**config.mk**
```make
export PLATFORM = sky130hd
export DESIGN_NAME = ata_taskfile_command_builder
export DESIGN_NICKNAME = d
export VERILOG_FILES = /design/src/rtl/ata_tf_pkg.sv /design/src/rtl/ata_tf_div.sv /design/src/rtl/ata_tf_front.sv /design/src/rtl/ata_tf_queue.sv /design/src/rtl/ata_tf_back.sv /design/src/rtl/ata_taskfile_command_builder.sv
export SDC_FILE = /design/constraint.sdc
export NUM_CORES = 1
export LEC_CHECK = 0
export BUFFER_PORTS_ARGS = -buffer_cell sky130_fd_sc_hd__buf_2
export CAP_MARGIN = 20
export CORE_ASPECT_RATIO = 0.9
export CORE_MARGIN = 5
export CORE_UTILIZATION = 62
export CTS_CLUSTER_DIAMETER = 30
export DETAILED_ROUTE_END_ITERATION = 6
export GPL_ROUTABILITY_DRIVEN = 0
export PLACE_DENSITY = 0.81
export REMOVE_ABC_BUFFERS = 1
export SLEW_MARGIN = 15
export SYNTH_ARGS = -nofsm -noshare
export SYNTH_HDL_FRONTEND = slang
export SYNTH_HIERARCHICAL = 1
export SYNTH_SLANG_ARGS = --single-unit
```
**constraint.sdc**
```tcl
create_clock -name clock -period 6.4 [get_ports clock]
set_clock_uncertainty 0.1 [all_clocks]
set_input_delay 0.64 -clock clock [delete_from_list [all_inputs] [get_ports clock]]
set_output_delay 0.64 -clock clock [all_outputs]
set_load 0.01 [all_outputs]
```
**src/rtl/ata_tf_pkg.sv**
```systemverilog
// Shared types and constants for the ATA task-file command builder.
`default_nettype none

package ata_tf_pkg;

   localparam int DVD_W = 48;
   localparam int DVS_W = 13;
   localparam int STEP_W = 6;
   localparam int QUEUE_DEPTH = 2;

   localparam logic [STEP_W-1:0] DIV_STEPS_TRACK = STEP_W'(DVD_W);
   localparam logic [STEP_W-1:0] DIV_STEPS_HEAD = STEP_W'(DVS_W);

   localparam logic [47:0] LBA28_LIMIT = 48'h000_0FFF_FFFF;
   localparam logic [7:0] DEVSEL_LBA = 8'hE0;
   localparam logic [7:0] DEVSEL_CHS = 8'hA0;
   localparam logic [7:0] CMD_READ = 8'h20;
   localparam logic [7:0] CMD_WRITE = 8'h30;
   localparam logic [7:0] CMD_READ_EXT = 8'h24;
   localparam logic [7:0] CMD_WRITE_EXT = 8'h34;

   localparam logic [1:0] CSR_LBA_SUPPORTED = 2'd0;
   localparam logic [1:0] CSR_SECTORS_PER_TRACK = 2'd1;
   localparam logic [1:0] CSR_HEAD_COUNT = 2'd2;
   localparam logic [1:0] CSR_SLAVE_SELECT = 2'd3;

   localparam logic OP_READ = 1'b0;

   typedef enum logic [3:0] {
      REG_DEVSEL   = 4'd0,
      REG_COUNT_HI = 4'd1,
      REG_LBA3     = 4'd2,
      REG_LBA4     = 4'd3,
      REG_LBA5     = 4'd4,
      REG_COUNT_LO = 4'd5,
      REG_LBA0     = 4'd6,
      REG_LBA1     = 4'd7,
      REG_LBA2     = 4'd8,
      REG_COMMAND  = 4'd9
   } reg_code_type;

   typedef enum logic [1:0] {
      FR_IDLE,
      FR_TRACK,
      FR_HEAD,
      FR_PUSH
   } front_state_type;

   typedef struct packed {
      logic       lba_supported;
      logic [7:0] sectors_per_track;
      logic [4:0] head_count;
      logic       slave_select;
   } cfg_type;

   typedef struct packed {
      logic       ext;
      logic [7:0] devsel;
      logic [7:0] count_hi;
      logic [7:0] lba3;
      logic [7:0] lba4;
      logic [7:0] lba5;
      logic [7:0] count_lo;
      logic [7:0] lba0;
      logic [7:0] lba1;
      logic [7:0] lba2;
      logic [7:0] command;
   } cmd_type;

   typedef struct packed {
      logic              start;
      logic [STEP_W-1:0] steps;
      logic [DVD_W-1:0]  dividend;
      logic [DVS_W-1:0]  divisor;
   } div_req_type;

   typedef struct packed {
      logic             done;
      logic [DVD_W-1:0] quotient;
      logic [DVS_W-1:0] remainder;
   } div_rsp_type;

endpackage

`default_nettype wire

```
**src/rtl/ata_tf_div.sv**
```systemverilog
// Bit-serial restoring divider shared by the cylinder and head passes.
`default_nettype none

module ata_tf_div
   import ata_tf_pkg::*;
(
   input  wire logic        clock,
   input  wire logic        reset,
   input  wire div_req_type div_req,
   output div_rsp_type      div_rsp
);

   logic [DVD_W-1:0]  dvd_ff, dvd_in;
   logic [DVS_W-1:0]  rem_ff, rem_in;
   logic [DVS_W-1:0]  dvs_ff, dvs_in;
   logic [STEP_W-1:0] cnt_ff, cnt_in;
   logic              run_ff, run_in;
   logic              done_ff, done_in;
   logic [DVS_W:0]    trial;
   logic              fits;

   assign trial = {rem_ff, dvd_ff[DVD_W-1]};
   assign fits = trial >= {1'b0, dvs_ff};

   always_comb begin
      dvd_in = dvd_ff;
      rem_in = rem_ff;
      dvs_in = dvs_ff;
      cnt_in = cnt_ff;
      run_in = run_ff;
      done_in = 1'b0;
      if (div_req.start) begin
         dvd_in = div_req.dividend;
         rem_in = '0;
         dvs_in = div_req.divisor;
         cnt_in = div_req.steps;
         run_in = 1'b1;
      end else if (run_ff) begin
         dvd_in = {dvd_ff[DVD_W-2:0], fits};
         rem_in = fits ? DVS_W'(trial - {1'b0, dvs_ff}) : trial[DVS_W-1:0];
         cnt_in = cnt_ff - STEP_W'(1);
         if (cnt_ff == STEP_W'(1)) begin
            run_in = 1'b0;
            done_in = 1'b1;
         end
      end
   end

   always_ff @(posedge clock) begin
      if (reset) begin
         run_ff <= 1'b0;
         done_ff <= 1'b0;
      end else begin
         run_ff <= run_in;
         done_ff <= done_in;
      end
      dvd_ff <= dvd_in;
      rem_ff <= rem_in;
      dvs_ff <= dvs_in;
      cnt_ff <= cnt_in;
   end

   assign div_rsp.done = done_ff;
   assign div_rsp.quotient = dvd_ff;
   assign div_rsp.remainder = rem_ff;

endmodule

`default_nettype wire

```
**src/rtl/ata_tf_front.sv**
```systemverilog
// Request intake: classifies the addressing form and builds the register bytes.
`default_nettype none

module ata_tf_front
   import ata_tf_pkg::*;
(
   input  wire logic        clock,
   input  wire logic        reset,
   input  wire cfg_type     cfg,
   input  wire logic        req_tvalid,
   output logic             req_tready,
   input  wire logic [63:0] req_tdata,
   input  wire logic        req_tuser,
   input  wire logic        q_full,
   output logic             q_push,
   output cmd_type          q_entry,
   output div_req_type      div_req,
   input  wire div_rsp_type div_rsp,
   output logic             front_idle
);

   front_state_type state_ff, state_in;
   logic        op_ff, op_in;
   logic [7:0]  cnt_lo_ff, cnt_lo_in;
   logic [15:0] cyl_ff, cyl_in;

   logic [47:0]      req_lba;
   logic [15:0]      req_count;
   logic [7:0]       spt_eff;
   logic [4:0]       heads_eff;
   logic [DVS_W-1:0] geometry;
   logic [7:0]       sel;
   logic             ext;
   cmd_type          lba_entry;
   cmd_type          chs_entry;

   assign req_lba = req_tdata[47:0];
   assign req_count = req_tdata[63:48];
   assign spt_eff = (cfg.sectors_per_track == 8'd0) ? 8'd1 : cfg.sectors_per_track;
   assign heads_eff = (cfg.head_count == 5'd0) ? 5'd1 : cfg.head_count;
   assign geometry = DVS_W'(DVS_W'(spt_eff) * DVS_W'(heads_eff));
   assign sel = {3'b000, cfg.slave_select, 4'b0000};
   assign ext = req_lba > LBA28_LIMIT;

   always_comb begin
      lba_entry.ext = ext;
      lba_entry.devsel = ext ? (DEVSEL_LBA | sel) : (DEVSEL_LBA | sel | {4'b0000, req_lba[27:24]});
      lba_entry.count_hi = req_count[15:8];
      lba_entry.lba3 = req_lba[31:24];
      lba_entry.lba4 = req_lba[39:32];
      lba_entry.lba5 = req_lba[47:40];
      lba_entry.count_lo = req_count[7:0];
      lba_entry.lba0 = req_lba[7:0];
      lba_entry.lba1 = req_lba[15:8];
      lba_entry.lba2 = req_lba[23:16];
      if (ext) begin
         lba_entry.command = (req_tuser == OP_READ) ? CMD_READ_EXT : CMD_WRITE_EXT;
      end else begin
         lba_entry.command = (req_tuser == OP_READ) ? CMD_READ : CMD_WRITE;
      end

      chs_entry.ext = 1'b0;
      chs_entry.devsel = DEVSEL_CHS | sel | {4'b0000, div_rsp.quotient[3:0]};
      chs_entry.count_hi = '0;
      chs_entry.lba3 = '0;
      chs_entry.lba4 = '0;
      chs_entry.lba5 = '0;
      chs_entry.count_lo = cnt_lo_ff;
      chs_entry.lba0 = div_rsp.remainder[7:0] + 8'd1;
      chs_entry.lba1 = cyl_ff[7:0];
      chs_entry.lba2 = cyl_ff[15:8];
      chs_entry.command = (op_ff == OP_READ) ? CMD_READ : CMD_WRITE;
   end

   always_comb begin
      state_in = state_ff;
      op_in = op_ff;
      cnt_lo_in = cnt_lo_ff;
      cyl_in = cyl_ff;
      q_push = 1'b0;
      q_entry = lba_entry;
      req_tready = 1'b0;
      div_req.start = 1'b0;
      div_req.steps = DIV_STEPS_TRACK;
      div_req.dividend = req_lba;
      div_req.divisor = geometry;
      unique case (state_ff)
         FR_IDLE: begin
            req_tready = !q_full;
            if (req_tvalid && !q_full) begin
               op_in = req_tuser;
               cnt_lo_in = req_count[7:0];
               if (cfg.lba_supported) begin
                  q_push = 1'b1;
               end else begin
                  div_req.start = 1'b1;
                  state_in = FR_TRACK;
               end
            end
         end
         FR_TRACK: begin
            if (div_rsp.done) begin
               cyl_in = div_rsp.quotient[15:0];
               div_req.start = 1'b1;
               div_req.steps = DIV_STEPS_HEAD;
               div_req.dividend = {div_rsp.remainder, {(DVD_W-DVS_W){1'b0}}};
               div_req.divisor = DVS_W'(spt_eff);
               state_in = FR_HEAD;
            end
         end
         FR_HEAD: begin
            if (div_rsp.done) begin
               state_in = FR_PUSH;
            end
         end
         FR_PUSH: begin
            q_entry = chs_entry;
            if (!q_full) begin
               q_push = 1'b1;
               state_in = FR_IDLE;
            end
         end
         default: state_in = FR_IDLE;
      endcase
   end

   always_ff @(posedge clock) begin
      if (reset) begin
         state_ff <= FR_IDLE;
      end else begin
         state_ff <= state_in;
      end
      op_ff <= op_in;
      cnt_lo_ff <= cnt_lo_in;
      cyl_ff <= cyl_in;
   end

   assign front_idle = state_ff == FR_IDLE;

endmodule

`default_nettype wire

```
**src/rtl/ata_tf_queue.sv**
```systemverilog
// Short command queue between the intake and the register-write sequencer.
`default_nettype none

module ata_tf_queue
   import ata_tf_pkg::*;
(
   input  wire logic    clock,
   input  wire logic    reset,
   input  wire logic    push,
   input  wire cmd_type push_entry,
   input  wire logic    pop,
   output cmd_type      head_entry,
   output logic         full,
   output logic         empty
);

   localparam int PTR_W = (QUEUE_DEPTH > 1) ? $clog2(QUEUE_DEPTH) : 1;
   localparam int CNT_W = $clog2(QUEUE_DEPTH + 1);

   cmd_type          mem_ff [QUEUE_DEPTH];
   logic [PTR_W-1:0] wr_ptr_ff, wr_ptr_in;
   logic [PTR_W-1:0] rd_ptr_ff, rd_ptr_in;
   logic [CNT_W-1:0] count_ff, count_in;

   function automatic logic [PTR_W-1:0] ptr_next(input logic [PTR_W-1:0] ptr);
      logic [PTR_W-1:0] result;
      if (ptr == PTR_W'(QUEUE_DEPTH - 1)) begin
         result = '0;
      end else begin
         result = ptr + PTR_W'(1);
      end
      return result;
   endfunction

   always_comb begin
      wr_ptr_in = push ? ptr_next(wr_ptr_ff) : wr_ptr_ff;
      rd_ptr_in = pop ? ptr_next(rd_ptr_ff) : rd_ptr_ff;
      count_in = count_ff;
      if (push && !pop) begin
         count_in = count_ff + CNT_W'(1);
      end else if (pop && !push) begin
         count_in = count_ff - CNT_W'(1);
      end
   end

   always_ff @(posedge clock) begin
      if (reset) begin
         wr_ptr_ff <= '0;
         rd_ptr_ff <= '0;
         count_ff <= '0;
      end else begin
         wr_ptr_ff <= wr_ptr_in;
         rd_ptr_ff <= rd_ptr_in;
         count_ff <= count_in;
      end
   end

   always_ff @(posedge clock) begin
      if (push) begin
         mem_ff[wr_ptr_ff] <= push_entry;
      end
   end

   assign head_entry = mem_ff[rd_ptr_ff];
   assign full = count_ff == CNT_W'(QUEUE_DEPTH);
   assign empty = count_ff == '0;

endmodule

`default_nettype wire

```
**src/rtl/ata_tf_back.sv**
```systemverilog
// Register-write sequencer: walks a queued command out one task-file write per cycle while rsp_tready is high.
`default_nettype none

module ata_tf_back
   import ata_tf_pkg::*;
(
   input  wire logic        clock,
   input  wire logic        reset,
   input  wire logic        q_empty,
   input  wire cmd_type     q_entry,
   output logic             q_pop,
   output logic             rsp_tvalid,
   input  wire logic        rsp_tready,
   output logic [15:0]      rsp_tdata,
   output logic             rsp_tlast
);

   reg_code_type step_ff, step_in;
   logic         valid_ff, valid_in;
   logic [3:0]   code_ff;
   logic [7:0]   value_ff;
   logic         last_ff;
   logic         load;
   logic [7:0]   value_sel;

   assign load = !q_empty && (!valid_ff || rsp_tready);

   always_comb begin
      value_sel = q_entry.command;
      step_in = step_ff;
      unique case (step_ff)
         REG_DEVSEL: begin
            value_sel = q_entry.devsel;
            step_in = q_entry.ext ? REG_COUNT_HI : REG_COUNT_LO;
         end
         REG_COUNT_HI: begin
            value_sel = q_entry.count_hi;
            step_in = REG_LBA3;
         end
         REG_LBA3: begin
            value_sel = q_entry.lba3;
            step_in = REG_LBA4;
         end
         REG_LBA4: begin
            value_sel = q_entry.lba4;
            step_in = REG_LBA5;
         end
         REG_LBA5: begin
            value_sel = q_entry.lba5;
            step_in = REG_COUNT_LO;
         end
         REG_COUNT_LO: begin
            value_sel = q_entry.count_lo;
            step_in = REG_LBA0;
         end
         REG_LBA0: begin
            value_sel = q_entry.lba0;
            step_in = REG_LBA1;
         end
         REG_LBA1: begin
            value_sel = q_entry.lba1;
            step_in = REG_LBA2;
         end
         REG_LBA2: begin
            value_sel = q_entry.lba2;
            step_in = REG_COMMAND;
         end
         REG_COMMAND: begin
            value_sel = q_entry.command;
            step_in = REG_DEVSEL;
         end
         default: step_in = REG_DEVSEL;
      endcase
      if (!load) begin
         step_in = step_ff;
      end
      valid_in = load || (valid_ff && !rsp_tready);
   end

   assign q_pop = load && (step_ff == REG_COMMAND);

   always_ff @(posedge clock) begin
      if (reset) begin
         step_ff <= REG_DEVSEL;
         valid_ff <= 1'b0;
      end else begin
         step_ff <= step_in;
         valid_ff <= valid_in;
      end
      if (load) begin
         code_ff <= step_ff;
         value_ff <= value_sel;
         last_ff <= step_ff == REG_COMMAND;
      end
   end

   assign rsp_tvalid = valid_ff;
   assign rsp_tdata = {4'b0000, value_ff, code_ff};
   assign rsp_tlast = last_ff;

endmodule

`default_nettype wire

```
**src/rtl/ata_taskfile_command_builder.sv**
```systemverilog
// Top level of the ATA task-file command builder.
// Turns one PIO read or write request into its task-file register writes, one write per
// rsp transaction, ending with the command write marked by rsp_tlast. With LBA enabled a
// request is classified and queued in the cycle it is taken; the sequencer then sends 6
// writes (28-bit form) or 10 writes (48-bit form), one per cycle while rsp_tready is high,
// and requests arrive back to back into a two-entry queue. In CHS form the address goes
// through a shared one-bit-per-cycle divider, 48 steps by sectors_per_track * head_count
// and then 13 steps by sectors_per_track, so such a request holds the intake until both
// passes end and the queue has room to take it. Configuration writes take effect at once
// and must come only while no request is in flight.
`default_nettype none

module ata_taskfile_command_builder
   import ata_tf_pkg::*;
(
   input  wire logic        clock,
   input  wire logic        reset,
   input  wire logic        csr_we,
   input  wire logic [1:0]  csr_index,
   input  wire logic [7:0]  csr_wdata,
   input  wire logic        req_tvalid,
   output logic             req_tready,
   input  wire logic [63:0] req_tdata,   // [47:0] lba, [63:48] sector_count
   input  wire logic        req_tuser,   // [0] operation
   output logic             rsp_tvalid,
   input  wire logic        rsp_tready,
   output logic [15:0]      rsp_tdata,   // [3:0] register_code, [11:4] write_value, [15:12] zero
   output logic             rsp_tlast
);

   cfg_type     cfg_ff, cfg_in;
   logic        q_full;
   logic        q_empty;
   logic        q_push;
   logic        q_pop;
   cmd_type     push_entry;
   cmd_type     head_entry;
   div_req_type div_req;
   div_rsp_type div_rsp;
   logic        front_idle;

   always_comb begin
      cfg_in = cfg_ff;
      if (csr_we) begin
         case (csr_index)
            CSR_LBA_SUPPORTED: cfg_in.lba_supported = csr_wdata[0];
            CSR_SECTORS_PER_TRACK: cfg_in.sectors_per_track = csr_wdata;
            CSR_HEAD_COUNT: cfg_in.head_count = csr_wdata[4:0];
            CSR_SLAVE_SELECT: cfg_in.slave_select = csr_wdata[0];
            default: cfg_in = cfg_ff;
         endcase
      end
   end

   always_ff @(posedge clock) begin
      if (reset) begin
         cfg_ff.lba_supported <= 1'b1;
         cfg_ff.sectors_per_track <= 8'd63;
         cfg_ff.head_count <= 5'd16;
         cfg_ff.slave_select <= 1'b0;
      end else begin
         cfg_ff <= cfg_in;
      end
   end

   ata_tf_div u_div (
      .clock   (clock),
      .reset   (reset),
      .div_req (div_req),
      .div_rsp (div_rsp)
   );

   ata_tf_front u_front (
      .clock      (clock),
      .reset      (reset),
      .cfg        (cfg_ff),
      .req_tvalid (req_tvalid),
      .req_tready (req_tready),
      .req_tdata  (req_tdata),
      .req_tuser  (req_tuser),
      .q_full     (q_full),
      .q_push     (q_push),
      .q_entry    (push_entry),
      .div_req    (div_req),
      .div_rsp    (div_rsp),
      .front_idle (front_idle)
   );

   ata_tf_queue u_queue (
      .clock      (clock),
      .reset      (reset),
      .push       (q_push),
      .push_entry (push_entry),
      .pop        (q_pop),
      .head_entry (head_entry),
      .full       (q_full),
      .empty      (q_empty)
   );

   ata_tf_back u_back (
      .clock      (clock),
      .reset      (reset),
      .q_empty    (q_empty),
      .q_entry    (head_entry),
      .q_pop      (q_pop),
      .rsp_tvalid (rsp_tvalid),
      .rsp_tready (rsp_tready),
      .rsp_tdata  (rsp_tdata),
      .rsp_tlast  (rsp_tlast)
   );

   assert property (@(posedge clock) disable iff (reset) q_push |-> !q_full)
      else $error("queue push while full");

   assert property (@(posedge clock) disable iff (reset) div_rsp.done |-> !front_idle)
      else $error("divider finished with intake idle");

   assert property (@(posedge clock) disable iff (reset)
      rsp_tvalid && rsp_tready && rsp_tlast |=>
         !rsp_tvalid || (rsp_tdata[3:0] == 4'(REG_DEVSEL)))
      else $error("sequence did not restart at device select");

   assert property (@(posedge clock) disable iff (reset)
      rsp_tvalid |-> (rsp_tlast == (rsp_tdata[3:0] == 4'(REG_COMMAND))))
      else $error("last flag not on command write");

endmodule

`default_nettype wire

```
### Word-level counts from Yosys, hierarchy flattened

Memories as Yosys holds them, arrays and structs flattened. A register that Yosys moved wholly into a read port is not among the register bits.
Index checks and enable logic that the tools add are counted.

* ROM bits: 0
* word-level logic and storage cells: 132
* output and inout port bits: 19
* bits in latches: 0
* memories: 1
* RAM bits: 162
* input bits: 80
* flip-flop bits (word level): 146

Memory list
* u_queue.mem_ff: words 2, width 81, rd ports 1, clocked after memory_dff 1, wr ports 1, line ata_tf_queue.sv:20 `cmd_type mem_ff [QUEUE_DEPTH];`

* bitwise logic cells: 3
* magnitude comparators: 2
* reductions and logical operators: 30
* $mul: 1
* divide/modulo/power cells: 0
* mux-type cells: 44
* shift-type cells: 0
* eq/ne operators: 22
* add/subtract/negate cells: 7

Operator list (count)
* $mux W48: 2
* $mux W81: 1
* $pmux W8 S9: 1
* $mux W68: 1
* $mux W67: 1
* $gt A48 B28 Y1 const B: 1
* $pmux W4 S9: 1
* $mux W5: 5
* $eq A4 B3 Y1 const B: 4
* $mux W1: 16
* $mux W8: 2
* $or A8 B4 Y8: 2
* $ge A14 B13 Y1: 1
* $mux W2: 7
* $mul A8 B5 Y13: 1
* $mux W13: 1
* $sub A13 B13 Y13: 1
* $mux W6: 2
* $reduce_and A2 Y1: 6
* $eq A2 B2 Y1 const B: 5
* $add A8 B1 Y8 const B: 1
* $eq A4 B2 Y1 const B: 2
* $eq A4 B4 Y1 const B: 2
* $logic_not A8 Y1: 1
* other kinds (22): 42

### Depth between registers and ports, before layout

Gate-level depths: netlist of run 1.

* depth after elaboration: 9
* depth in mapped cells: 14
* depth with buffers taken out: 14

### Cells and area by module

The synthesis of run 1 kept the hierarchy.

By module, submodules not included
* ata_tf_queue: seq. area each 4964.8 um^2, times used 1, area an instance 6082.1 um^2, cells each 274
* ata_tf_div: seq. area each 2312.2 um^2, times used 1, area an instance 4105.2 um^2, cells each 325
* ata_tf_front: seq. area each 790.8 um^2, times used 1, area an instance 3547.2 um^2, cells each 393
* ata_tf_back: seq. area each 490.5 um^2, times used 1, area an instance 1519.0 um^2, cells each 181
* ata_taskfile_command_builder: seq. area each 300.3 um^2, times used 1, area an instance 651.9 um^2, cells each 66

### Worst setup path after synthesis of run 1

OpenSTA, ideal clock, no wires.

* path type: reg-to-reg
* start: register u_front.state_ff[1]
* end: memory u_queue/mem_ff[0][0] (netlist bit), enable pin
* path buffers: 2
* data required time: 5769 ps
* library setup time: 531 ps
* cell stages (with the launch flop): 7
* clock period less this slack: 5643 ps
* arrival: 5012 ps
* setup slack: 757 ps
* cells stage by stage: dfxtp_1 -> ha_1 -> clkbuf_1 -> clkbuf_1 -> a31oi_1 -> nor3_1 -> nor2b_1

* word-level cells in the longest chain between the ends: 4
* elaborated cells between the ends (all ways): 5
* those cells by class: eq/ne (1); mux (3); reduce/logical (1)

RTL lines
* from (decl): line ata_tf_front.sv:22 `front_state_type state_ff, state_in;`
* from (signal assigned): line ata_tf_front.sv:131 `state_ff <= state_in;`
* $eq A2 B2 Y1 / $logic_not A2 Y1 (equally long branches): line ata_tf_front.sv:87 `unique case (state_ff)`
* $pmux W1 S2 (*): line ata_tf_front.sv:87
* net q_push: line ata_taskfile_command_builder.sv:34 `logic q_push;`
* $mux W1 (*): line ata_tf_queue.sv:59 `if (push) begin`
* $mux W1 (implied by the code) (*): line ata_tf_queue.sv:60 `mem_ff[wr_ptr_ff] <= push_entry;`
* to (decl): line ata_tf_queue.sv:20

The timed path passes the listed nets; every way through them passes the cells marked *.

==> results of run 1 <==
[cells in the mapped netlist, types with 5 or more instances]
cell type	n
nor4_1	7
nor2b_1	43
a21o_1	9
xor2_1	10
a22o_1	7
a211oi_1	5
and3_1	7
or3_1	5
mux2i_1	30
buf_4	22
nor3_1	16
ha_1	42
o31ai_1	8
o21ai_0	29
xnor2_1	15
nand3_1	18
dfxtp_1	42
nor3b_1	9
clkbuf_1	23
a21oi_1	39
a311oi_1	7
inv_1	54
fa_1	19
buf_6	10
nand2_1	66
edfxtp_1	267
mux2_2	178
a31oi_1	7
buf_2	17
nand2b_1	26
and2_1	61
nor2_1	64
[logic make-up (layout without fill, tap and decap cells)]
kind of cell,Yosys count,count (layout),share of synthesized area (%)
AO/OA/AOI/OAI,162,162,7.08
XOR/XNOR,25,25,1.38
adder cells (fa/ha/maj),61,61,5.70
buffers and inverters,132,265,4.25
flip-flops,309,309,55.7
multiplexers,208,208,14.5
other,3,13,0.0708
AND/OR/NAND/NOR,339,339,11.3
[area by class of cell]
class,instances,area share [%]
timing repair buffer,106,3.15
multi-input combinational,808,34.9
tap,342,2.32
clock buffer,66,8.20
sequential,309,48.1
inverter,55,1.12
clock inverter,38,2.22
[power by group]
group / internal (mW) / switching [mW] / leakage (nW)
clock network: 1.94 / 0.998 / 0.922
logic: 0.670 / 1.03 / 3.16
registers: 2.70 / 0.192 / 2.79
total: 5.31 / 2.22 / 6.87
[layer usage]
metal / wire length (um) / global-route usage [%] / part of all wire [%] / up-vias
li1: - / - / - / 4742
met1: 15600 / 35.9 / 43 / 5057
met2: 16900 / 38.8 / 47 / 443
met3: 2820 / 4.72 / 7.8 / 56
met4: 724 / 6.87 / 2.0 / 4
met5: 27 / 0 / 0.075 / -
[final timing paths]
| path | slack, ns | depth (start not counted) | startpoint | to |
|---|---|---|---|---|
| max | 2.07 | 12 | cfg_ff[10] | u_div/dvs_ff[12] |
| min | 0.17 | 1 | req_tdata[53] | u_front/cnt_lo_ff[5] |
| max reg2reg | 2.07 | 12 | cfg_ff[10] | u_div/dvs_ff[12] |
| min reg2reg | 0.34 | 0 | u_div/dvd_ff[8] | u_front/cyl_ff[8] |
[registers in the layout, indices dropped and copies added, names as in the netlist, named ones only]
signal / count
u_back/rsp_tvalid: 1
u_queue/mem_ff: 162
u_back/code_ff: 4
u_front/op_ff: 1
u_front/cyl_ff: 16
u_back/step_ff: 4
u_back/rsp_tlast: 1
u_div/done_ff: 1
u_div/dvd_ff: 48
u_queue/wr_ptr_ff: 1
u_front/state_ff: 2
u_div/dvs_ff: 13
u_div/run_ff: 1
u_div/rem_ff: 13
u_queue/rd_ptr_ff: 1
u_div/cnt_ff: 6
u_queue/count_ff: 2
u_front/cnt_lo_ff: 8
cfg_ff: 15
u_back/value_ff: 8
[worst max-delay path, cell delays in order (launching register included)]
cell and delay [ns]:
dfxtp_1 0.36, nor4_1 0.34, a21oi_1 0.20, nand2b_1 0.21, fa_1 0.53, fa_1 0.54, fa_1 0.55, inv_1 0.04
ha_1 0.34, a21o_1 0.20, a221o_1 0.36, a21oi_1 0.18, mux2i_1 0.22
[metrics by stage]
step                area [um^2]  hold slack, ns  setup slack, ns  utilization (%)  power, mW
floorplan                 15500           0.322            -2.47                -       4.06
global placement          16500           0.326             2.16             65.5       4.50
detailed placement        16500           0.335             2.09             65.5       4.56
CTS                       18400           0.155             2.08             73.1       7.52
global route              18400           0.154             1.91             73.2       7.87
finish                    18400           0.166             2.07             73.2       7.53
==> flow_metrics.py, run 1 <==
metrics = {
    "run_status": {
        "outcome": "finished with violations",
        "violations": "DRC",
    },
    "grt": {
        "antenna_found_initial": 2,
        "grt_overflow": 0,
        "track_usage_pct": 24.8,
        "grt_max_degree": 86,
        "grt_pass1_wl_um": 56200,
        "grt_pass1_vias": 10200,
    },
    "synth": {
        "ys_seq_area_share_pct": 55.7,
        "synth_ff_type": "edfxtp_1",
        "syn_inst": 1239,
        "synth_edf_count": 267,
        "synth_top_cell_area_share_pct": 50.4,
        "ys_seq_elements": 309,
        "synth.largest_area_cell": "edfxtp_1",
        "ys_types": 74,
        "yosysWarnings": 6,
        "syn-mean-instance-area_um2": 12.8,
        "synthesis.area_um2": 15900,
        "async_flop_share_pct": 0,
        "synth_area_leaders": "edfxtp_1 50%, mux2_2 13%, dfxtp_1 5.3%, ha_1 3.3%, and2_1 2.4%",
    },
    "route": {
        "wl_per_cell_um": 21.0,
        "drc": 1,
        "firstDrtPassIters": 7,
        "wl_um": 36100,
        "drt-vias-per-instance": 5.98,
        "ant_nets": 0,
        "initialDrtViolationCount": 1014,
        "vias": 10300,
    },
    "sta": {
        "maxSlewHeadroom_pct": 29.3,
        "rsz0062_at_grt": "no",
        "fin_crit_ns": 4.33,
        "slew_viol_final": 0,
        "fmax_mhz": 231,
        "finalHoldViolations": 0,
        "setup_tns_ns": 0,
        "fin_crit_sh_pct": 67.7,
        "setup_viol": 0,
        "max_slew.worst_pin.slew_ns": 1.06,
    },
    "place": {
        "portBuffers": 94,
        "place_inst": 1619,
        "place_hpwl_um": 23300,
    },
    "clocking": {
        "clock_path_buffers": 3,
        "cts_setup_buffers": 0,
        "cts_tree": "done",
        "clkLatencyLatePin_ns": 0.56,
        "numCtsBuffers": 55,
        "cts_root_buf": "clkbuf_16",
        "path_clk_slew_ns": 0.06,
        "clock_sinks": 309,
        "holdBufCountCts": 0,
        "h-tree-depth": 2,
        "cts.repair.resized": 0,
    },
    "layout": {
        "fin_cells": 1724,
        "mostFrequentLayoutCells": "267 x edfxtp_1, 178 x mux2_2, 94 x buf_2",
        "drive_above_1_share_pct": 28.6,
        "final_common_cell": "edfxtp_1",
        "seq_area_um2": 8860,
        "fillers": 1603,
        "multiInputGateArea_um2": 6440,
        "layout.nets": 1476,
        "diodes": 0,
        "area_growth_pct": 15.9,
    },
    "worst_setup_path": {
        "critPathRequiredTime_ns": 6.68,
        "crit_type": "flop to flop",
        "arrival_ns": 4.62,
        "cp-end-kind": "flop",
        "start_kind": "flop",
        "crit_path_max_fanout": 8,
    },
    "die": {
        "die_h_um": 162,
        "die_w_um": 179,
        "rows": 55,
        "ios": 99,
        "die_area_um2": 29000,
        "core_um2": 25200,
        "start_util_pct": 63.1,
    },
    "power": {
        "vdd_drop_max_mv": 0.249,
        "p_leak_nw": 6.87,
        "power.density_nw_per_um2": 408,
    },
    "run": {
        "drv_cap": 0,
    },
    "min_path": {
        "hp-class": "primary input to flop",
    },
}
Power figures use the tool's default switching activity.
==> inputs of run 2 (changes only) <==
- ABC_AREA: unset -> 1
- clock period: 6.4 -> 4.1 ns (I/O delays scaled with it)
==> run 2 against run 1 <==
Effect of this change: the run now ends clean; wire length grew 8.5%; sequential cell count stayed put; non-clock buffer count rose by 22; fmax up 12%; global-route usage grew 0.53 points; power is 54% higher; setup slack got worse by 1.8 ns; cell area increased by 4.8%; via count increased by 22%; die area is 4.7% higher; largest cell class unchanged.
==> flow_metrics.py, run 2 <==
metrics = {
    "power": {
        "p_int_mw": 8.14,
        "vdd_drop_max_mv": 0.394,
        "seqPwrFrac_pct": 39.0,
        "power.density_nw_per_um2": 601,
        "power.share.clock_pct": 38.2,
        "p_sw_mw": 3.48,
        "power_frac_comb_pct": 22.8,
        "p_leak_nw": 8.70,
        "p_sw_share_pct": 30.0,
    },
    "die": {
        "die_area_um2": 30300,
        "ios": 99,
        "die_h_um": 166,
        "die_w_um": 183,
        "start_util_pct": 62.3,
        "rows": 57,
        "core_um2": 26800,
    },
    "sta": {
        "max_slew.worst_pin.slew_ns": 1.06,
        "setup_viol": 0,
        "slew_viol_final": 0,
        "maxSlewHeadroom_pct": 29.2,
        "fmax_mhz": 258,
        "fin_crit_sh_pct": 94.5,
        "finalHoldViolations": 0,
        "rsz0062_at_grt": "no",
        "fin_crit_ns": 3.87,
    },
    "layout": {
        "final_common_cell": "nand2_1",
        "drive_above_1_share_pct": 18.3,
        "fillers": 1789,
        "largest-register": "u_queue/mem_ff",
        "diodes": 0,
        "mostFrequentLayoutCells": "458 x nand2_1, 267 x edfxtp_1, 240 x inv_1",
        "postLayoutCellArea_um2": 19300,
        "layout.nets": 1989,
        "area_growth_pct": 15.7,
        "largest_reg_flops": 162,
        "fin_cells": 2245,
        "top_regs": "u_queue/mem_ff (162), u_div/dvd_ff (48), u_front/cyl_ff (16)",
    },
    "worst_setup_path": {
        "cp-end-kind": "flop",
        "slowest_delay_ns": 0.55,
        "arrival_ns": 4.07,
        "crit_path_frequent_cell": "nand2_1",
        "crit_path_max_fanout": 6,
        "reg2reg_slack_ns": 0.23,
        "rr_startpoint": "cfg_ff[11]",
        "reg2reg_depth": 16,
        "r2r_end": "u_div/dvs_ff[7]",
        "crit_type": "flop to flop",
        "critPathRequiredTime_ns": 4.30,
        "start_kind": "flop",
        "cp_slowest_cell": "fa_1",
        "crit_chain": "or3_1 -> nor2_2 -> o21ai_1 -> fa_1 -> fa_1 -> fa_1 -> inv_1 -> ha_2 -> nand2_1 -> nand2_1 -> a21oi_2 -> nand2_1 -> nand2_1 -> nand3_1 -> nand2_1 -> inv_1",
    },
    "synth": {
        "synth_ff_type": "edfxtp_1",
        "yosysWarnings": 6,
        "ys_seq_elements": 309,
        "syn-mean-instance-area_um2": 9.63,
        "synth_top_cell_area_share_pct": 48.0,
        "ys_types": 41,
        "synthesis.area_um2": 16700,
        "ys_seq_area_share_pct": 53.0,
        "syn_inst": 1734,
        "synth_common_cells": "458 x nand2_1, 267 x edfxtp_1, 242 x inv_1",
        "async_flop_share_pct": 0,
        "synth_edf_count": 267,
        "synth_area_leaders": "edfxtp_1 48%, nand2_1 10%, mux2_4 7.2%, inv_1 5.4%, dfxtp_1 5.0%",
        "yosysMostFrequentCell": "nand2_1",
        "synth.largest_area_cell": "edfxtp_1",
    },
    "min_path": {
        "hold_end": "cfg_ff[2]",
        "hold_path_depth": 3,
        "hp-class": "primary input to flop",
        "min-delay-start": "csr_wdata[1]",
    },
    "grt": {
        "antenna_found_initial": 1,
        "grt_overflow": 0,
        "grt_pass1_vias": 12300,
        "track_usage_pct": 25.4,
        "grt_pass1_wl_um": 62200,
        "grt_max_degree": 74,
    },
    "place": {
        "place_inst": 2134,
        "placed_area_um2": 17300,
        "place_hpwl_um": 26100,
        "portBuffers": 94,
    },
    "clocking": {
        "path_clk_slew_ns": 0.05,
        "clock_sinks": 309,
        "h-tree-depth": 2,
        "cts_tree": "done",
        "clock_path_buffers": 3,
        "clkLatencyLatePin_ns": 0.56,
        "cts_root_buf": "clkbuf_16",
        "numCtsBuffers": 54,
    },
    "route": {
        "drt-vias-per-instance": 5.58,
        "wl_um": 39200,
        "vias": 12500,
        "drc": 0,
        "wl_per_cell_um": 17.5,
        "initialDrtViolationCount": 1349,
        "firstDrtPassIters": 6,
        "ant_nets": 0,
    },
    "run_status": {
        "outcome": "finished clean",
    },
    "run": {
        "drv_cap": 0,
    },
}
[run 2: cell types whose count changed in the layout (fill, tap and decap cells not counted), moves of 27 or more]
cell     change
nor2b_1     -42
and2_1      -60
nand2_1    +392
o21ai_0     +27
nand3_1    +131
mux2_4      +80
mux2_2     -177
inv_1      +187
nand4_1     +34
mux2i_1     -30
nor2_1      +97
[run 2: what timing repair did]
action / in CTS / in global routing
hold buffers: 11 / 0
endpoints found under the setup margin: 0 / 4
hold endpoints to repair: 11 / 0
setup buffers: 0 / 1
resized for setup: 0 / 3
[run 2: power by group through the flow]
stage	sequential (mW)	clock, mW	combinational (mW)
after CTS	4.53	4.49	2.63
after detailed placement	4.58	0	2.56
after global routing	4.58	4.67	2.91
after floorplan	4.58	0	1.72
final	4.53	4.44	2.65
after global placement	4.53	0	2.48
[run 2: layout make-up]
cell class,count,area [um^2],share of cell area (%)
clock buffers,63,1470,7.61
inverters,257,966,5.00
repair buffers,128,828,4.29
clock inverters,36,380,1.97
flip-flops and latches,309,8860,45.9
well taps,354,443,2.29
multi-input cells,1098,6370,33.0
[run 2: worst max path at each step]
| stage | startpoint | end | slack (ns) | cells past startpoint |
|---|---|---|---|---|
| 2_1_floorplan | u_front/state_ff[0] | u_div/cnt_ff[0] | -3.63 | 6 |
| 3_3_place_gp | cfg_ff[11] | u_div/dvs_ff[7] | 0.21 | 16 |
| 3_5_place_dp | cfg_ff[11] | u_div/dvs_ff[7] | 0.14 | 16 |
| 4_1_cts | cfg_ff[11] | u_div/dvs_ff[7] | 0.03 | 16 |
| 5_1_grt | cfg_ff[11] | u_div/dvs_ff[7] | 0.009 | 16 |
| 6_report | cfg_ff[11] | u_div/dvs_ff[7] | 0.23 | 16 |
[run 2: kinds of logic after synthesis]
| logic type | after synthesis | share of synthesized area [%] |
|---|---|---|
| buf+inv | 337 | 9.30 |
| xor+xnor | 8 | 0.419 |
| other cells | 3 | 0.0674 |
| compound gates | 91 | 2.93 |
| flops | 309 | 53.0 |
| mux | 81 | 7.26 |
| simple gates | 844 | 21.6 |
| fa+ha+maj | 61 | 5.42 |
[run 2: critical path: cells and delay by family (launching register included)]
family	cells	cell delay (ns)
compound gates	2	0.25
fa+ha+maj	4	1.85
buf+inv	2	0.09
flops	1	0.31
simple gates	8	1.02
[run 2: metrics by stage]
step	util [%]	worst slack (ns)	power, mW	TNS, ns	hold WS, ns
floorplan	-	-3.63	6.30	-610.11	0.326
global placement	64.7	0.206	7.01	0	0.330
detailed placement	64.7	0.136	7.13	0	0.333
CTS	72.0	0.0342	11.6	0	0.00263
global route	72.1	0.00950	12.2	0	0.0472
finish	72.1	0.227	11.6	0	0.0250
[run 2: layer usage]
metal  track usage (%)  wire (um)  part of all wire, %
met1              33.8      15500                   40
met2              41.1      18700                   48
met3              4.56       3270                  8.4
met4              10.8       1710                  4.4
met5                 0         18                0.046
==> inputs of run 3 (changes only) <==
- CORE_ASPECT_RATIO: 0.9 -> unset
- CORE_UTILIZATION: 62 -> 56
- PLACE_DENSITY: 0.81 -> 0.77
- clock period: 4.1 -> 3.4 ns (I/O delays scaled with it)
==> run 3 against run 2 <==
Effect of this change: the flow now finishes with violations (setup timing); worst hold slack lost 0.019 ns; register-to-register slack got worse by 0.59 ns; cell area is 4.1% higher; sequential power grew 20%; sequential share of layout area down 1.8 points; critical path depth unchanged; fmax increased by 3.0%; die area grew 10%; global-route usage shrank 1.7 points; utilization shrank 4.0 points; non-clock buffer count increased by 44; critical path type unchanged; largest cell class unchanged; largest power group is now the clock network.
==> flow_metrics.py, run 3 (same netlist as run 2, synthesis figures left out) <==
metrics = {
    "run_status": {
        "outcome": "finished with violations",
        "violations": "setup timing",
    },
    "place": {
        "placed_area_um2": 17600,
        "place_inst": 2196,
        "portBuffers": 94,
        "place_hpwl_um": 26300,
        "dp_slack_ns": -0.518,
    },
    "sta": {
        "rsz0062_at_grt": "yes",
        "fin_crit_sh_pct": 111,
        "finalHoldViolations": 0,
        "slew_viol_final": 0,
        "fin_crit_ns": 3.76,
        "worst_slack_ns": -0.358,
        "max_slew.worst_pin.slew_ns": 0.936,
        "maxSlewHeadroom_pct": 37.3,
        "fmax_mhz": 266,
        "setup_viol": 9,
    },
    "clocking": {
        "cts_root_buf": "clkbuf_16",
        "numCtsBuffers": 60,
        "path_clk_slew_ns": 0.05,
        "h-tree-depth": 2,
        "cts_tree": "done",
        "clock_sinks": 309,
        "clock_path_buffers": 3,
        "clkLatencyLatePin_ns": 0.61,
    },
    "layout": {
        "largest_reg_flops": 162,
        "largest-register": "u_queue/mem_ff",
        "postLayoutCellArea_um2": 20100,
        "diodes": 0,
        "postLayoutCoreUtil_pct": 68.0,
        "mostFrequentLayoutCells": "449 x nand2_1, 267 x edfxtp_1, 237 x inv_1",
        "final_common_cell": "nand2_1",
        "layout.nets": 2039,
        "top_regs": "u_queue/mem_ff (162), u_div/dvd_ff (48), u_front/cyl_ff (16)",
        "area_growth_pct": 20.4,
        "fillers": 2066,
        "drive_above_1_share_pct": 21.5,
        "fin_cells": 2339,
    },
    "worst_setup_path": {
        "arrival_ns": 3.97,
        "cp-end-kind": "flop",
        "critPathRequiredTime_ns": 3.61,
        "cp_slowest_cell": "fa_1",
        "rr_startpoint": "cfg_ff[11]",
        "crit_path_max_fanout": 6,
        "crit_chain": "or3_4 -> nor2_4 -> o21ai_2 -> fa_1 -> fa_2 -> fa_1 -> inv_2 -> ha_4 -> nand2_4 -> nand2_4 -> a21oi_2 -> nand2_1 -> nand2_1 -> nand3_1 -> nand2_1 -> inv_1",
        "crit_path_frequent_cell": "nand2_1",
        "slowest_delay_ns": 0.52,
        "cp-startpoint": "cfg_ff[11]",
        "crit_type": "flop to flop",
        "start_kind": "flop",
    },
    "min_path": {
        "hp-class": "primary input to flop",
        "min-delay-start": "req_tdata[59]",
    },
    "route": {
        "firstDrtPassIters": 7,
        "wl_per_cell_um": 17.3,
        "drt-vias-per-instance": 5.45,
        "initialDrtViolationCount": 1372,
        "vias": 12700,
        "ant_nets": 0,
        "drc": 0,
        "wl_um": 40500,
    },
    "power": {
        "vdd_drop_max_mv": 0.485,
        "p_leak_nw": 8.99,
        "power.density_nw_per_um2": 722,
        "fin_total_pwr_mw": 14.5,
    },
    "run": {
        "drv_cap": 0,
    },
    "grt": {
        "grt_overflow": 0,
        "antenna_found_initial": 2,
        "grt_max_degree": 71,
        "track_usage_pct": 23.6,
        "grt_pass1_vias": 12900,
        "grt_pass1_wl_um": 63900,
    },
    "die": {
        "rows": 63,
        "die_w_um": 183,
        "die_area_um2": 33400,
        "die_h_um": 183,
        "ios": 99,
        "start_util_pct": 56.5,
        "core_um2": 29600,
    },
}
-- run 3: changes by cell type in the layout (fill, tap and decap cells not counted), moves of 6 or more --
cell	before	now
nand2_1	458	449
nand3_1	149	143
nor2_1	161	154
buf_4	17	44
nand2_2	7	14
dlygate4sd3_1	11	26
-- run 3: final timing paths --
path	slack [ns]	endpoint	cells after the start
setup / recovery	-0.36	u_div/dvs_ff[7]	16
hold / removal	0.006	u_queue/mem_ff[1][67]	3
setup reg to reg	-0.36	u_div/dvs_ff[7]	16
hold reg to reg	0.35	u_front/cyl_ff[6]	0
-- run 3: power by group --
group / internal, mW / total, mW / switching, mW
Clock: 3.65 / 5.68 / 2.03
Sequential: 5.14 / 5.44 / 0.304
Combinational: 1.34 / 3.40 / 2.06
-- run 3: per-stage QoR --
stage               hold slack [ns]  setup TNS (ns)
CTS                         0.00133           -1.21
floorplan                     0.309         -828.18
finish                      0.00602           -2.18
global route                0.00522           -2.87
detailed placement            0.341           -3.50
global placement              0.330           -2.99
-- run 3: metal layers --
layer	vias to the layer above	share of wire [%]	wire (um)	track usage, %
met2	599	52	21000	42.2
li1	5991	-	-	-
met5	-	0.067	27	0
met4	4	3.6	1470	9.55
met3	127	7.4	2990	4.29
met1	6016	37	15100	28.3
-- run 3: area by class of cell --
class,instances,area (um^2),area share (%)
Timing Repair Buffer,172,1220,6.07
Clock buffer,69,1540,7.63
Inverter,257,970,4.82
Tap cell,390,488,2.43
Clock inverter,44,475,2.36
Multi-Input combinational cell,1098,6560,32.6
Sequential cell,309,8870,44.1
-- run 3: worst max-delay path, delay by kind of cell (launching register included) --
kind	cells	cell delay, ns
AO/OA/AOI/OAI	2	0.23
adder cells (fa/ha/maj)	4	1.75
buffers and inverters	2	0.12
flip-flops	1	0.31
AND/OR/NAND/NOR	8	1.00
-- run 3: timing repair --
item,4_1_cts,5_1_grt
setup buffers,2,2
pin swaps,13,14
hold buffers,26,0
hold endpoints to repair,53,0
setup endpoints to repair,9,9
gates resized for setup,25,25
